$ cat src/sv/vex_instruction_decoder_macros.svh
// Assertion macros for the VEX instruction decoder.
`ifndef VEX_INSTRUCTION_DECODER_MACROS_SVH
`define VEX_INSTRUCTION_DECODER_MACROS_SVH
`ifndef SYNTHESIS
`define VID_ASSERT(label, clk, rst_n, prop, msg) \
    label: assert property (@(posedge clk) disable iff (!rst_n) prop) else $error(msg);
`define VID_NEVER(label, clk, rst_n, cond, msg) \
    label: assert property (@(posedge clk) disable iff (!rst_n) !(cond)) else $error(msg);
`else
`define VID_ASSERT(label, clk, rst_n, prop, msg)
`define VID_NEVER(label, clk, rst_n, cond, msg)
`endif
`endif

$ cat src/sv/vid_pkg.sv
// Shared types and constants of the VEX instruction decoder.
package vid_pkg;
    localparam int MAX_PREFIXES = 4;
    localparam int PfxW = $clog2(MAX_PREFIXES + 1);

    typedef enum logic [3:0] {
        PH_IDLE, PH_PREFIX, PH_C5_B1, PH_C4_B1, PH_C4_B2,
        PH_OPCODE, PH_MODRM, PH_SIB, PH_DISP, PH_IMM
    } phase_t;

    // outcome of one byte: carry on, instruction complete, window failed, byte ignored
    typedef enum logic [1:0] {
        GO_ON, GO_DONE, GO_FAIL, GO_SKIP
    } step_t;

    // trailing byte after the operand
    typedef enum logic [1:0] {
        IK_NONE, IK_IMM8, IK_IS4
    } imm_kind_t;

    typedef struct packed {
        logic        decode_ok;
        logic [3:0]  insn_length;
        logic [11:0] vex_info;
        logic [7:0]  opcode_byte;
        logic [1:0]  modrm_mode;
        logic [3:0]  reg_number;
        logic [10:0] operand_info;
        logic [7:0]  base_and_index;
        logic [31:0] displacement;
        logic [7:0]  immediate;
        logic [5:0]  imm_info;
    } result_t;

    localparam int ResW = $bits(result_t);
    localparam int QDepth = 2;
    localparam int QAw = $clog2(QDepth);
endpackage

$ cat src/sv/vid_front.sv
// Front part: byte-serial decode of one instruction window into a result.
module vid_front (
    input  logic                 clk,
    input  logic                 rst_n,
    input  logic                 in_valid,
    input  logic [7:0]           byte_value,
    input  logic                 first_byte,
    input  logic                 last_byte,
    output logic                 res_valid,
    output vid_pkg::result_t     res
);
    vid_pkg::phase_t phase_reg, phase_next;
    logic [vid_pkg::PfxW-1:0] pfx_reg, pfx_next;
    logic [3:0]  cnt_reg, cnt_next;
    logic [11:0] vex_reg, vex_next;
    logic [2:0]  rex_reg, rex_next;
    logic [7:0]  opc_reg, opc_next, modrm_reg, modrm_next;
    logic [31:0] disp_reg, disp_next;
    logic [2:0]  dleft_reg, dleft_next;
    logic        dwide_reg, dwide_next;
    vid_pkg::imm_kind_t ik_reg, ik_next;
    logic [10:0] op_reg, op_next;
    logic [7:0]  bi_reg, bi_next;

    vid_pkg::step_t r;
    logic [4:0] cnt_inc;
    logic [1:0] mode;
    logic [3:0] raw;
    logic [7:0] imm;

    // State register
    always_ff @(posedge clk or negedge rst_n)
    begin
        if (!rst_n)
        begin
            phase_reg <= vid_pkg::PH_IDLE;
            pfx_reg <= '0; cnt_reg <= '0; vex_reg <= '0; rex_reg <= '0;
            opc_reg <= '0; modrm_reg <= '0; disp_reg <= '0; dleft_reg <= '0;
            dwide_reg <= 1'b0; ik_reg <= vid_pkg::IK_NONE; op_reg <= '0; bi_reg <= '0;
        end
        else if (in_valid)
        begin
            phase_reg <= phase_next;
            pfx_reg <= pfx_next; cnt_reg <= cnt_next; vex_reg <= vex_next;
            rex_reg <= rex_next; opc_reg <= opc_next; modrm_reg <= modrm_next;
            disp_reg <= disp_next; dleft_reg <= dleft_next;
            dwide_reg <= dwide_next; ik_reg <= ik_next; op_reg <= op_next;
            bi_reg <= bi_next;
        end
    end

    // Per-byte decode
    always_comb
    begin
        vid_pkg::phase_t ph;
        ph = phase_reg;
        pfx_next = pfx_reg; cnt_next = cnt_reg; vex_next = vex_reg;
        rex_next = rex_reg; opc_next = opc_reg; modrm_next = modrm_reg;
        disp_next = disp_reg; dleft_next = dleft_reg; dwide_next = dwide_reg;
        ik_next = ik_reg; op_next = op_reg; bi_next = bi_reg;
        imm = 8'h00;
        r = vid_pkg::GO_ON;
        raw = byte_value[6:3];
        if (first_byte)
        begin
            ph = vid_pkg::PH_PREFIX;
            pfx_next = '0; cnt_next = '0; vex_next = '0; rex_next = '0;
            opc_next = '0; modrm_next = '0; disp_next = '0; dleft_next = '0;
            dwide_next = 1'b0; ik_next = vid_pkg::IK_NONE; op_next = '0; bi_next = '0;
        end
        mode = modrm_next[7:6];
        cnt_inc = {1'b0, cnt_next} + 5'd1;
        cnt_next = cnt_inc[3:0];
        if (ph == vid_pkg::PH_IDLE)
            r = vid_pkg::GO_SKIP;  // no window open
        else if (cnt_inc > 5'd15)
            r = vid_pkg::GO_FAIL;
        else
        begin
            case (ph)
                vid_pkg::PH_PREFIX:
                begin
                    if ((byte_value inside {8'h2E, 8'h36, 8'h3E, 8'h26, 8'h64, 8'h65,
                         8'h67}) && ({1'b0, pfx_next} < (vid_pkg::PfxW+1)'(vid_pkg::MAX_PREFIXES)))
                        pfx_next = pfx_next + 1'b1;
                    else if (byte_value == 8'hC5) ph = vid_pkg::PH_C5_B1;
                    else if (byte_value == 8'hC4) ph = vid_pkg::PH_C4_B1;
                    else r = vid_pkg::GO_FAIL;
                end
                vid_pkg::PH_C5_B1:
                begin
                    vex_next = {2'b01, byte_value[1:0], (raw != 4'hF), ~raw,
                                byte_value[2], 2'b00};
                    rex_next = {~byte_value[7], 2'b00};
                    ph = vid_pkg::PH_OPCODE;
                end
                vid_pkg::PH_C4_B1:
                begin
                    if (byte_value[4:0] inside {[5'd1:5'd3]})
                    begin
                        vex_next = {byte_value[1:0], 9'd0, 1'b1};
                        rex_next = ~byte_value[7:5];
                        ph = vid_pkg::PH_C4_B2;
                    end
                    else r = vid_pkg::GO_FAIL;
                end
                vid_pkg::PH_C4_B2:
                begin
                    vex_next = {vex_next[11:10], byte_value[1:0], (raw != 4'hF), ~raw,
                                byte_value[2], byte_value[7], 1'b1};
                    ph = vid_pkg::PH_OPCODE;
                end
                vid_pkg::PH_OPCODE:
                begin
                    opc_next = byte_value;
                    ik_next = vid_pkg::IK_NONE;
                    if (vex_next[11:10] == 2'd1)
                    begin
                        if (byte_value inside {8'hC2, 8'h70, 8'hC6, 8'hC4, 8'hC5, 8'h71,
                                               8'h72, 8'h73})
                            ik_next = vid_pkg::IK_IMM8;
                    end
                    else if (vex_next[11:10] == 2'd3)
                        ik_next = (byte_value inside {[8'h4A:8'h4C]}) ? vid_pkg::IK_IS4 :
                                                                        vid_pkg::IK_IMM8;
                    ph = vid_pkg::PH_MODRM;
                end
                vid_pkg::PH_MODRM:
                begin
                    modrm_next = byte_value;
                    if (byte_value[7:6] == 2'd3)
                    begin
                        op_next = {7'd0, rex_next[0], byte_value[2:0]};
                        ph = vid_pkg::PH_DISP; dleft_next = '0;
                    end
                    else if (byte_value[2:0] == 3'd4)
                    begin
                        op_next = 11'h010;
                        ph = vid_pkg::PH_SIB;
                    end
                    else
                    begin
                        op_next = 11'h110;
                        if (byte_value[2:0] == 3'd5 && byte_value[7:6] == 2'd0)
                        begin
                            op_next = 11'h1D0;
                            dwide_next = 1'b1; dleft_next = 3'd4;
                        end
                        else
                        begin
                            bi_next = {4'd0, rex_next[0], byte_value[2:0]};
                            dwide_next = (byte_value[7:6] == 2'd2);
                            dleft_next = (byte_value[7:6] == 2'd2) ? 3'd4 :
                                         (byte_value[7:6] == 2'd1) ? 3'd1 : 3'd0;
                        end
                        ph = vid_pkg::PH_DISP;
                    end
                    if (ph == vid_pkg::PH_DISP && dleft_next == 3'd0)
                    begin
                        if (ik_next != vid_pkg::IK_NONE) ph = vid_pkg::PH_IMM;
                        else r = vid_pkg::GO_DONE;
                    end
                end
                vid_pkg::PH_SIB:
                begin
                    op_next = op_next | 11'h020 | {byte_value[7:6], 9'd0};
                    if (byte_value[5:3] == 3'd4 && !rex_next[1])
                        op_next = op_next | 11'h100;
                    else
                        bi_next = {rex_next[1], byte_value[5:3], bi_next[3:0]};
                    if (byte_value[2:0] == 3'd5 && mode == 2'd0)
                    begin
                        op_next = op_next | 11'h080;
                        dwide_next = 1'b1; dleft_next = 3'd4;
                    end
                    else
                    begin
                        bi_next = {bi_next[7:4], rex_next[0], byte_value[2:0]};
                        dwide_next = (mode == 2'd2);
                        dleft_next = (mode == 2'd2) ? 3'd4 : (mode == 2'd1) ? 3'd1 : 3'd0;
                    end
                    ph = vid_pkg::PH_DISP;
                    if (dleft_next == 3'd0)
                    begin
                        if (ik_next != vid_pkg::IK_NONE) ph = vid_pkg::PH_IMM;
                        else r = vid_pkg::GO_DONE;
                    end
                end
                vid_pkg::PH_DISP:
                begin
                    if (!dwide_next)
                    begin
                        disp_next = {{24{byte_value[7]}}, byte_value};
                        dleft_next = 3'd0;
                    end
                    else
                    begin
                        disp_next = {byte_value, disp_next[31:8]};
                        dleft_next = dleft_next - 3'd1;
                    end
                    if (dleft_next == 3'd0)
                    begin
                        if (ik_next != vid_pkg::IK_NONE) ph = vid_pkg::PH_IMM;
                        else r = vid_pkg::GO_DONE;
                    end
                end
                vid_pkg::PH_IMM:
                begin
                    imm = byte_value;
                    r = vid_pkg::GO_DONE;
                end
                default: r = vid_pkg::GO_FAIL;
            endcase
        end
        if (r == vid_pkg::GO_ON && last_byte) r = vid_pkg::GO_FAIL;
        if (r == vid_pkg::GO_SKIP)
            phase_next = phase_reg;
        else if (r != vid_pkg::GO_ON)
            phase_next = vid_pkg::PH_IDLE;
        else
            phase_next = ph;
        if (r == vid_pkg::GO_SKIP)
        begin
            cnt_next = cnt_reg;
        end
    end

    // Result assembly
    always_comb
    begin
        res_valid = in_valid && (r == vid_pkg::GO_DONE || r == vid_pkg::GO_FAIL);
        res = '0;
        if (r == vid_pkg::GO_DONE)
        begin
            res.decode_ok = 1'b1;
            res.insn_length = cnt_next;
            res.vex_info = vex_next;
            res.opcode_byte = opc_next;
            res.modrm_mode = modrm_next[7:6];
            res.reg_number = {rex_next[2], modrm_next[5:3]};
            res.operand_info = op_next;
            res.base_and_index = bi_next;
            res.displacement = disp_next;
            if (ik_next != vid_pkg::IK_NONE)
            begin
                res.immediate = imm;
                res.imm_info = {(ik_next == vid_pkg::IK_IS4) ? imm[7:4] : 4'd0,
                                ik_next == vid_pkg::IK_IS4, 1'b1};
            end
        end
    end
endmodule

$ cat src/sv/vid_queue.sv
// Result queue between the decode front and the output side.
module vid_queue (
    input  logic                 clk,
    input  logic                 rst_n,
    input  logic                 wr_en,
    input  vid_pkg::result_t     wr_data,
    output logic                 q_full,
    input  logic                 rd_en,
    output logic                 q_empty,
    output vid_pkg::result_t     rd_data
);
    vid_pkg::result_t mem_reg [vid_pkg::QDepth];
    logic [vid_pkg::QAw-1:0] wp_reg, rp_reg;
    logic [vid_pkg::QAw:0]   cnt_reg;

    assign q_full  = (cnt_reg == (vid_pkg::QAw+1)'(vid_pkg::QDepth));
    assign q_empty = (cnt_reg == '0);
    assign rd_data = mem_reg[rp_reg];

    // Storage
    always_ff @(posedge clk)
    begin
        if (wr_en) mem_reg[wp_reg] <= wr_data;
    end

    // Pointers and fill count
    always_ff @(posedge clk or negedge rst_n)
    begin
        if (!rst_n)
        begin
            wp_reg <= '0; rp_reg <= '0; cnt_reg <= '0;
        end
        else
        begin
            if (wr_en) wp_reg <= wp_reg + 1'b1;
            if (rd_en) rp_reg <= rp_reg + 1'b1;
            cnt_reg <= cnt_reg + (vid_pkg::QAw+1)'(wr_en) - (vid_pkg::QAw+1)'(rd_en);
        end
    end

    `include "vex_instruction_decoder_macros.svh"
    `VID_NEVER(a_no_overflow, clk, rst_n, wr_en && q_full && !rd_en, "queue overflow")
    `VID_NEVER(a_no_underflow, clk, rst_n, rd_en && q_empty, "queue underflow")
    `VID_ASSERT(a_count_step, clk, rst_n, (wr_en && !rd_en) |=> !q_empty, "count lost")
endmodule

$ cat src/sv/vex_instruction_decoder.sv
// Latency: a result is held in the result queue from the cycle after the transaction that ends its window.
// Throughput: one byte per cycle while full is low; the front keeps taking bytes while results wait, until full rises.
// full rises only when two results wait in the result queue unpopped.
// Reset (rst_n low, asynchronous) empties the queue and closes any open window.
// Top level of the VEX instruction decoder.
module vex_instruction_decoder (
    input  logic        clk,
    input  logic        rst_n,
    input  logic        push,
    output logic        full,
    input  logic [7:0]  byte_value,
    input  logic        first_byte,
    input  logic        last_byte,
    output logic        empty,
    input  logic        pop,
    output logic        decode_ok,
    output logic [3:0]  insn_length,
    output logic [11:0] vex_info,
    output logic [7:0]  opcode_byte,
    output logic [1:0]  modrm_mode,
    output logic [3:0]  reg_number,
    output logic [10:0] operand_info,
    output logic [7:0]  base_and_index,
    output logic signed [31:0] displacement,
    output logic [7:0]  immediate,
    output logic [5:0]  imm_info
);
    logic accept, res_valid;
    vid_pkg::result_t res, q_out;

    assign accept = push && !full;

    vid_front u_front (
        .clk(clk), .rst_n(rst_n), .in_valid(accept), .byte_value(byte_value),
        .first_byte(first_byte), .last_byte(last_byte),
        .res_valid(res_valid), .res(res)
    );

    vid_queue u_queue (
        .clk(clk), .rst_n(rst_n), .wr_en(res_valid), .wr_data(res), .q_full(full),
        .rd_en(pop && !empty), .q_empty(empty), .rd_data(q_out)
    );

    assign decode_ok      = q_out.decode_ok;
    assign insn_length    = q_out.insn_length;
    assign vex_info       = q_out.vex_info;
    assign opcode_byte    = q_out.opcode_byte;
    assign modrm_mode     = q_out.modrm_mode;
    assign reg_number     = q_out.reg_number;
    assign operand_info   = q_out.operand_info;
    assign base_and_index = q_out.base_and_index;
    assign displacement   = q_out.displacement;
    assign immediate      = q_out.immediate;
    assign imm_info       = q_out.imm_info;
endmodule

$ cat config.mk
export PLATFORM = sky130hd
export DESIGN_NAME = vex_instruction_decoder
export DESIGN_NICKNAME = d
export VERILOG_FILES = /design/src/sv/vid_pkg.sv /design/src/sv/vid_front.sv /design/src/sv/vid_queue.sv /design/src/sv/vex_instruction_decoder.sv
export VERILOG_INCLUDE_DIRS = /design/src /design/src/sv
export SDC_FILE = /design/constraint.sdc
export NUM_CORES = 1
export LEC_CHECK = 0
export BUFFER_PORTS_ARGS = -buffer_cell sky130_fd_sc_hd__buf_2
export CAP_MARGIN = 20
export CORE_MARGIN = 2
export CORE_UTILIZATION = 45
export DETAILED_ROUTE_END_ITERATION = 6
export GPL_TIMING_DRIVEN = 0
export PLACE_DENSITY = 0.74
export SETUP_SLACK_MARGIN = 0.3
export SLEW_MARGIN = 5
export SYNTH_ARGS = -nofsm -noshare
export SYNTH_HDL_FRONTEND = slang
export SYNTH_SLANG_ARGS = --single-unit
$ cat constraint.sdc
create_clock -name clk -period 9.2 [get_ports clk]
set_input_delay 0.92 -clock clk [delete_from_list [all_inputs] [get_ports clk]]
set_output_delay 0.92 -clock clk [all_outputs]
set_load 0.005 [all_outputs]
==> results of run 1 <==
-- cell usage after synthesis, types with 6 or more instances --
| cell type | count |
|---|---|
| a211oi_1 | 7 |
| a21boi_0 | 21 |
| a21oi_1 | 19 |
| a22o_1 | 35 |
| a22oi_1 | 6 |
| a32o_1 | 8 |
| and2_1 | 9 |
| and3_1 | 19 |
| buf_2 | 25 |
| clkbuf_1 | 47 |
| dfrtp_1 | 100 |
| edfxtp_1 | 192 |
| ha_1 | 8 |
| inv_1 | 9 |
| mux2_2 | 97 |
| mux2i_1 | 9 |
| nand2_1 | 77 |
| nand2b_1 | 15 |
| nand3_1 | 37 |
| nand4_1 | 7 |
| nor2_1 | 76 |
| nor2b_1 | 24 |
| nor3_1 | 16 |
| nor3b_1 | 8 |
| nor4_1 | 7 |
| o21a_1 | 18 |
| o21ai_0 | 22 |
| o22ai_1 | 7 |
| o2bb2ai_1 | 68 |
| xnor2_1 | 7 |
-- cells in the final DEF, fill, tap and decap left out, types with 15 or more instances in the layout --
master	n
edfxtp_1	192
buf_2	135
dfrtp_1	100
mux2_2	97
nand2_1	77
nor2_1	75
o2bb2ai_1	68
clkbuf_1	50
nand3_1	37
a22o_1	35
clkbuf_16	31
nor2b_1	24
o21ai_0	22
a21boi_0	21
a21oi_1	19
and3_1	18
o21a_1	18
nor3_1	16
nand2b_1	15
-- power breakdown --
group	internal, mW	total (mW)	switching [mW]
Sequential	1.59	1.64	0.0457
Clock	0.738	1.25	0.512
Combinational	0.416	0.986	0.570
-- final timing paths --
kind | from | endpoint | slack [ns] | depth (start not counted)
min in group clk | u_front.op_reg[1]$_DFFE_PN0P_ | u_front.op_reg[1]$_DFFE_PN0P_ | 0.49 | 1
min reg2reg | u_front.op_reg[1]$_DFFE_PN0P_ | u_front.op_reg[1]$_DFFE_PN0P_ | 0.49 | 1
max | first_byte | u_queue.mem_reg[0][36]$_DFFE_PP_ | 2.35 | 18
min | rst_n | u_front.disp_reg[7]$_DFFE_PN0P_ | 0.39 | 1
max reg2reg | u_front.cnt_reg[0]$_DFFE_PN0P_ | u_queue.mem_reg[0][36]$_DFFE_PP_ | 3.81 | 14
max in group asynchronous | rst_n | u_front.vex_reg[11]$_DFFE_PN0P_ | 8.05 | 2
-- kinds of logic after synthesis --
family | count (synthesis)
XOR/XNOR | 10
AND/OR/NAND/NOR | 324
adder cells (fa/ha/maj) | 8
multiplexers | 107
buffers and inverters | 87
AO/OA/AOI/OAI | 271
flip-flops | 292
-- metrics by stage --
step	instance area [µm²]	hold slack [ns]
2_1_floorplan	13800	0.449
3_5_place_dp	15000	0.469
4_1_cts	16000	0.406
6_report	16000	0.391
3_3_place_gp	14900	0.464
5_1_grt	16000	0.442
-- layer usage --
metal	part of all wire [%]	wire length, µm	global-route usage (%)	vias up
li1	-	-	-	4498
met1	43	16900	35.0	5091
met2	47	18600	39.5	468
met3	7.3	2900	3.33	88
met4	3.3	1320	8.40	0
met5	0	0	0	-
-- cell type report --
type                    instances  area (µm²)
inverters                       9        33.8
well taps                     396         495
plain buffers                  78         328
clock buffers                  39         856
fillers                      2641       14400
flip-flops and latches        292        8270
clock inverters                17         168
repair buffers                117         678
multi-input cells             720        5210
-- worst max-delay path, cell delays in order --
cell,delay [ns]
buf_2,0.17
buf_2,0.29
buf_2,0.35
buf_4,0.27
buf_2,0.34
clkbuf_1,0.56
nor2b_1,0.16
ha_1,0.35
or2_0,0.35
o41a_1,0.44
clkbuf_1,0.53
o2111a_1,0.31
ha_1,0.28
clkbuf_1,0.54
nand2_1,0.34
nor2_1,0.47
buf_2,0.32
o2bb2ai_1,0.19
==> out/results.tsv, run 1 <==
metric	value	unit
status	finished clean	
numClockSinks	292	
area_delta_synth_final	16.0	%
synth-simple-area-share	11.9	%
power	3.87	mW
crit_required	9.56	ns
cp_data_arrival_time	7.21	ns
place_inst	1611	
synth_compound_area_share	15.6	%
yosysSeqAreaShare	59.8	%
clkLatencyLatePin	0.55	ns
synth_top_family_by_area	compound AO/OA/AOI/OAI gates	
fmax	146	MHz
end_kind	register	
tns	0	ns
synth_nets	1121	
first_pass_iters	6	
synthTopCellsByArea	edfxtp_1, dfrtp_1, mux2_2	
dieArea	0.0321	mm²
power.leakage	6.10	nW
syn_inst	1099	
maxSlewHeadroom	26.0	%
startpoint_type	input pin	
path_max_fanout	10	
power_density	241	mW/mm²
synth_top_flop_cell	edfxtp_1	
netlist_area	0.0138	mm²
die_w	179	µm
grt_pass1_wl	59.8	mm
wirelength	39.8	mm
drtIter0Drc	1103	
synthMuxAreaShare	8.65	%
initial_utilization	45.4	%
core	0.0304	mm²
yosys.area_share.adder	0.724	%
fin_util	52.7	%
hold_path.class	input pin to asynchronous set/reset pin	
synth_xor_area_share	0.688	%
cts_tree	done	
antenna_found_initial	0	
drv_slew	0	
synth-edff-count	192	
hpwlAfterDp	28.2	mm
min_period_over_period	74.5	%
fin_cells	1668	
preCtsSetupSlack	1.96	ns
grt_max_degree	62	
die_height	179	µm
netlist.area_leader.share	41.7	%
ir_drop	138	µV
row_count	64	
h-tree-depth	1	
drv_cap	0	
num_vias	10100	
synth-seq-cells	292	
gp_congestion	1.04	
cts.reportedPaths.clkPinSlew	0.06	ns
criticalPathCategory	input pin to register	
tightest_slew	1.09	ns
hold_viol_final	0	
port-buffer-count	110	
fin_worst_skew	0.00969	ns
viasPerCell	6.08	
ant_nets	0	
syn_area_per_cell	12.6	µm²
cts_resized	0	
wl_per_cell	23.9	µm
setup_slack	2.35	ns
yosys_warnings	0	
grt_pass1_vias	9911	
postCtsSetupBuffers	0	
yosysUniqueCellTypes	84	
yosysTopAreaCell	edfxtp_1	
async_reset_ff_share	34.2	%
root_buffer	clkbuf_16	
drc	0	
grt.total_usage	24.8	%
cts_hold_buf	0	
setup_violations	0	
largest_reg_flops	192	
nNetsFinal	1270	
final_layout_size_suffix_gt1_share	24.5	%
grt_overflow_total	0	
rsz0062_at_grt	no	
antenna_cells	0	
clockBufferDepth	3	
period_minus_slack	6.85	ns
cts_buffers	30	
top_level_ports	112	
No activity file was read; power rests on OpenSTA's default activity.
==> inputs of run 2 (changes only) <==
Settings changed: ABC_AREA from default to 1.
Clock period 9.2 ns to 6.4 ns, I/O delays scaled along.
==> out/results.tsv, run 2 <==
metric	value	unit	change
hold_path.class	input pin to register		
end_kind	register		
yosys_warnings	0		unchanged
clockBufferDepth	3		unchanged
first_pass_iters	6		unchanged
synth_top_flop_cell	edfxtp_1		
cts_buffers	29		-3.3%
yosysUniqueCellTypes	37		-56%
row_count	64		unchanged
grt_pass1_wl	64.2	mm	+7.4%
die_w	180	µm	+0.32%
crit_required	6.76	ns	-2.80 ns
multi_input_area	0.00488	mm²	-6.3%
rsz0062_at_grt	no		
fill_cells	2778		+5.2%
core	0.0305	mm²	+0.26%
syn_inst	1603		+46%
fmax	203	MHz	
synthTopCellsByCount	nand2_1, nor2_1, edfxtp_1		
drc	0		unchanged
setup_violations	0		unchanged
final_cell_mix	nand2_1, nor2_1, edfxtp_1, buf_2, inv_1		
cts_tree	done		
gp_congestion	0.979		-6.0%
hold_viol_final	0		unchanged
criticalPathCategory	input pin to register		
netlist.area_leader.share	41.4	%	-0.27 points
drtIter0Drc	1357		+23%
ant_nets	0		unchanged
grt_max_degree	71		+15%
syn_area_per_cell	8.68	µm²	-31%
yosysMostFrequentCell	nand2_1		
die_height	180	µm	+0.32%
async_reset_ff_share	34.2	%	unchanged
path_max_fanout	10		unchanged
power_density	366	mW/mm²	+51%
root_buffer	clkbuf_16		
cts_resized	0		unchanged
dieArea	0.0324	mm²	+0.65%
power.leakage	6.94	nW	+14%
drv_cap	0		unchanged
synthTopCellsByArea	edfxtp_1, dfrtp_1, nand2_1		
port-buffer-count	107		-2.7%
netlist_area	0.0139	mm²	+0.66%
clkLatencyLatePin	0.56	ns	about the same
synth_nets	1625		+45%
register_area	0.00827	mm²	unchanged
startpoint_type	input pin		
nNetsFinal	1771		+39%
largest_reg_flops	192		unchanged
fin_worst_skew	0.0140	ns	+0.00434 ns
yosysTopAreaCell	edfxtp_1		
viasPerCell	5.51		-9.5%
num_vias	11900		+18%
fin_cells	2167		+30%
final_common_cell	nand2_1		
tightest_slew	0.887	ns	-0.207 ns
antenna_found_initial	0		unchanged
maxSlewHeadroom	40.2	%	+14 points
wl_per_cell	19.0	µm	-21%
final_layout_size_suffix_gt1_share	10.8	%	-14 points
synth-edff-count	192		unchanged
yosysSeqAreaShare	59.4	%	-0.39 points
hpwlAfterDp	29.1	mm	+3.4%
cts.reportedPaths.clkPinSlew	0.07	ns	about the same
fin_util	52.9	%	+0.23 points
synth-seq-cells	292		unchanged
numClockSinks	292		unchanged
wirelength	41.1	mm	+3.2%
period_minus_slack	4.92	ns	
h-tree-depth	1		unchanged
initial_utilization	45.6	%	+0.18 points
grt_pass1_vias	11500		+16%
drv_slew	0		unchanged
min_period_over_period	76.8	%	
ir_drop	187	µV	+35%
cp_data_arrival_time	5.28	ns	-1.93 ns
place_inst	2113		+31%
status	finished clean		
area_delta_synth_final	16.0	%	about the same
grt_overflow_total	0		unchanged
hold-worst-slack	0.434	ns	+0.0427 ns
grt.total_usage	25.1	%	+0.30 points
antenna_cells	0		unchanged
top_level_ports	112		unchanged
## run 2: final cells by class
type / instances / share of cell area [%]
sequential: 292 / 51.2
clock inverter: 17 / 1.43
multi-input combinational: 1109 / 30.2
inverter: 119 / 2.77
buffer: 83 / 2.08
clock buffer: 36 / 4.84
tap: 396 / 3.07
timing repair buffer: 115 / 4.38
## run 2: kinds of logic after synthesis
family,after synthesis,synth area share (%)
simple gates,836,23.6
buf+inv,202,5.62
flops,292,59.4
fa+ha+maj,8,0.719
compound gates,259,10.2
xor+xnor,6,0.432
## run 2: power by group
part           internal [mW]  leakage (nW)  total (mW)  switching (mW)
Sequential              2.31          3.14        2.41          0.0956
Combinational          0.530          3.31        1.68            1.15
Clock                   1.07         0.493        1.82           0.748
## run 2: metal layers
metal	vias up	GRT usage [%]	share of wire (%)
met3	92	2.98	7.8
li1	5590	-	-
met1	5708	34.7	42
met2	542	41.9	47
met4	0	7.32	2.9
met5	-	0	0
## run 2: worst paths after layout
kind / from / to / slack, ns / depth (start not counted)
worst min register to register: u_front.vex_reg[4]$_DFFE_PN0P_ / u_front.vex_reg[4]$_DFFE_PN0P_ / 0.49 / 2
worst max-delay path: first_byte / u_queue.mem_reg[1][60]$_DFFE_PP_ / 1.48 / 17
worst min-delay path: pop / u_queue.rp_reg$_DFFE_PN0P_ / 0.43 / 3
min in group asynchronous: rst_n / u_front.bi_reg[1]$_DFFE_PN0P_ / 0.52 / 2
worst max register to register: u_front.cnt_reg[0]$_DFFE_PN0P_ / u_queue.mem_reg[1][60]$_DFFE_PP_ / 1.63 / 16
max in group asynchronous: rst_n / u_queue.wp_reg$_DFFE_PN0N_ / 5.19 / 3
## run 2: worst max-delay path, cell delays in order
cell and delay [ns]:
buf_2 0.17, buf_2 0.35, nor2_1 0.15, ha_1 0.25, xor2_2 0.21, nor2_1 0.13, nor2_8 0.22, buf_2 0.29
inv_2 0.12, nor4_1 0.46, nand2_1 0.14, inv_1 0.10, ha_1 0.44, clkinv_1 0.42, clkbuf_1 0.48, clkbuf_1 0.38
nor2_1 0.31
## run 2: what timing repair did
action | CTS | global route
setup buffers | 0 | 0
endpoints found under the hold margin | 30 | 0
hold buffers | 1 | 0
## run 2: metrics by stage
stage	setup WS (ns)	cell area (µm²)	setup TNS (ns)	total power, mW
floorplan	-0.749	13900	-143.87	3.37
global placement	-4.04	14900	-770.77	4.09
detailed placement	1.15	15100	0	4.12
CTS	1.69	16100	0	5.94
global route	1.30	16100	0	6.22
finish	1.48	16100	0	5.91
==> inputs of run 3 (changes only) <==
Clock period 6.4 ns to 4.65 ns, I/O delays scaled along.
==> out/results.tsv, run 3 (synthesis gave the netlist of run 2 again) <==
metric	value	unit	change
drv_slew	0		unchanged
critPathLaunch	u_front.cnt_reg[0]$_DFFE_PN0P_		
dieArea	0.0324	mm²	unchanged
rsz0062_at_grt	no		
ff2ff_setup_slack	0.55	ns	-1.08 ns
status	finished clean		
final_layout_size_suffix_gt1_share	10.7	%	-0.075 points
nNetsFinal	1775		+0.23%
fin_worst_skew	0.0176	ns	+0.00361 ns
root_buffer	clkbuf_16		
grt_pass1_vias	11600		+0.94%
port-buffer-count	107		unchanged
crit_path_end	u_queue.mem_reg[1][81]$_DFFE_PP_		
viasPerCell	5.49		-0.26%
largest_reg_flops	192		unchanged
cts.reportedPaths.clkPinSlew	0.06	ns	about the same
grt_max_degree	65		-8.5%
hold_viol_final	0		unchanged
setup_violations	0		unchanged
fmax	244	MHz	
initial_utilization	45.6	%	unchanged
startpoint_type	register		
clockBufferDepth	3		unchanged
drtIter0Drc	1421		+4.7%
min_period_over_period	88.1	%	
power_density	484	mW/mm²	+32%
cts_tree	done		
period_minus_slack	4.10	ns	
reg2reg_from	u_front.cnt_reg[0]$_DFFE_PN0P_		
grt_overflow_total	0		unchanged
cts_buffers	29		unchanged
grt.total_usage	24.7	%	-0.42 points
wl_per_cell	18.7	µm	-1.5%
maxSlewHeadroom	39.5	%	-0.73 points
top_level_ports	112		unchanged
crit_required	5.01	ns	-1.75 ns
grt_pass1_wl	63.6	mm	-0.93%
area_delta_synth_final	15.0	%	
drv_cap	0		unchanged
tightest_slew	0.908	ns	+0.0204 ns
power	7.75	mW	+31%
ir_drop	287	µV	+54%
ant_nets	0		unchanged
place_inst	2113		unchanged
clkLatencyLatePin	0.55	ns	about the same
hold-worst-slack	0.327	ns	-0.107 ns
path_max_fanout	10		unchanged
end_kind	register		
preCtsSetupSlack	-0.466	ns	-1.61 ns
gp_congestion	0.990		+1.1%
die_w	180	µm	unchanged
hpwlAfterDp	28.4	mm	-2.7%
power.leakage	6.88	nW	-0.97%
fin_cells	2170		+0.14%
antenna_cells	0		unchanged
wirelength	40.5	mm	-1.4%
h-tree-depth	1		unchanged
antenna_found_initial	0		unchanged
r2r_cells	16		unchanged
timing.rr.end	u_queue.mem_reg[1][81]$_DFFE_PP_		
numClockSinks	292		unchanged
setup_slack	0.551	ns	-0.934 ns
first_pass_iters	5		-1
final_cell_mix	nand2_1, nor2_1, edfxtp_1, buf_2, inv_1		
num_vias	11900		-0.12%
hold_path.class	input pin to register		
row_count	64		unchanged
die_height	180	µm	unchanged
cp_data_arrival_time	4.46	ns	-0.82 ns
drc	0		unchanged
criticalPathCategory	register to register		
core	0.0305	mm²	unchanged
final_common_cell	nand2_1		
run 3: cell count changes in the layout (fill, tap and decap cells not counted), moves of 3 or more:
cell / delta
bufinv_16: -5
clkbuf_1: +3
clkinv_2: +3
clkinv_1: +3
clkbuf_8: -3
run 3: worst max-delay path, cell delays in order, from the launching register on:
cell	delay (ns)
dfrtp_1	0.40
nand2_1	0.11
inv_1	0.09
ha_1	0.25
xor2_2	0.23
nor2_1	0.13
nor2_8	0.23
buf_2	0.30
inv_2	0.14
nor4_1	0.39
nand2_1	0.13
inv_1	0.10
ha_2	0.30
clkinv_2	0.21
clkbuf_2	0.29
buf_1	0.31
nor2_1	0.30
run 3: layout make-up:
cell class                      instances  area (µm²)
Buffer                                 83         342
Fill cell                            2742       14500
Multi-Input combinational cell       1111        4900
Sequential cell                       292        8270
Clock inverter                         14        71.3
Tap cell                              396         495
Timing Repair Buffer                  117         731
Clock buffer                           38         759
Inverter                              119         448
run 3: worst min-delay path by stage:
stage | from | endpoint | slack (ns) | depth (start not counted)
after floorplan | rst_n | u_front.bi_reg[0]$_DFFE_PN0P_ | 0.17 | 0
after global placement | u_front.op_reg[10]$_DFFE_PN0P_ | u_front.op_reg[10]$_DFFE_PN0P_ | 0.46 | 2
after detailed placement | u_front.rex_reg[2]$_DFFE_PN0P_ | u_front.rex_reg[2]$_DFFE_PN0P_ | 0.47 | 2
after CTS | pop | u_queue.rp_reg$_DFFE_PN0P_ | 0.30 | 3
after global routing | pop | u_queue.rp_reg$_DFFE_PN0P_ | 0.32 | 3
final | pop | u_queue.rp_reg$_DFFE_PN0P_ | 0.33 | 3
run 3: stage by stage:
step           area [µm²]  TNS [ns]  utilization, %
6_report            16000         0            52.5
5_1_grt             16000         0            52.5
4_1_cts             16000         0            52.3
3_5_place_dp        15100    -26.03            49.6
3_3_place_gp        15000   -578.08            49.0
2_1_floorplan       13900   -138.75               -
run 3: routing by layer:
metal / part of all wire, % / GRT usage [%]
met5: 0 / 0
met4: 3.6 / 9.07
met3: 7.9 / 3.34
met1: 41 / 34.0
met2: 47 / 40.1
run 3: where the power goes:
group / total (mW) / internal, mW / switching [mW]
Sequential: 3.32 / 3.18 / 0.136
Clock: 2.11 / 1.14 / 0.967
Combinational: 2.32 / 0.740 / 1.58
run 3: what timing repair did:
| item | in CTS | in global routing |
|---|---|---|
| endpoints found under the hold margin | 36 | 0 |
| hold buffers | 1 | 0 |
| pin swaps | 1 | 2 |
| gates resized for setup | 3 | 4 |
| setup endpoints to repair | 87 | 193 |
| cloned | 0 | 2 |
| buffers inserted | 0 | 2 |
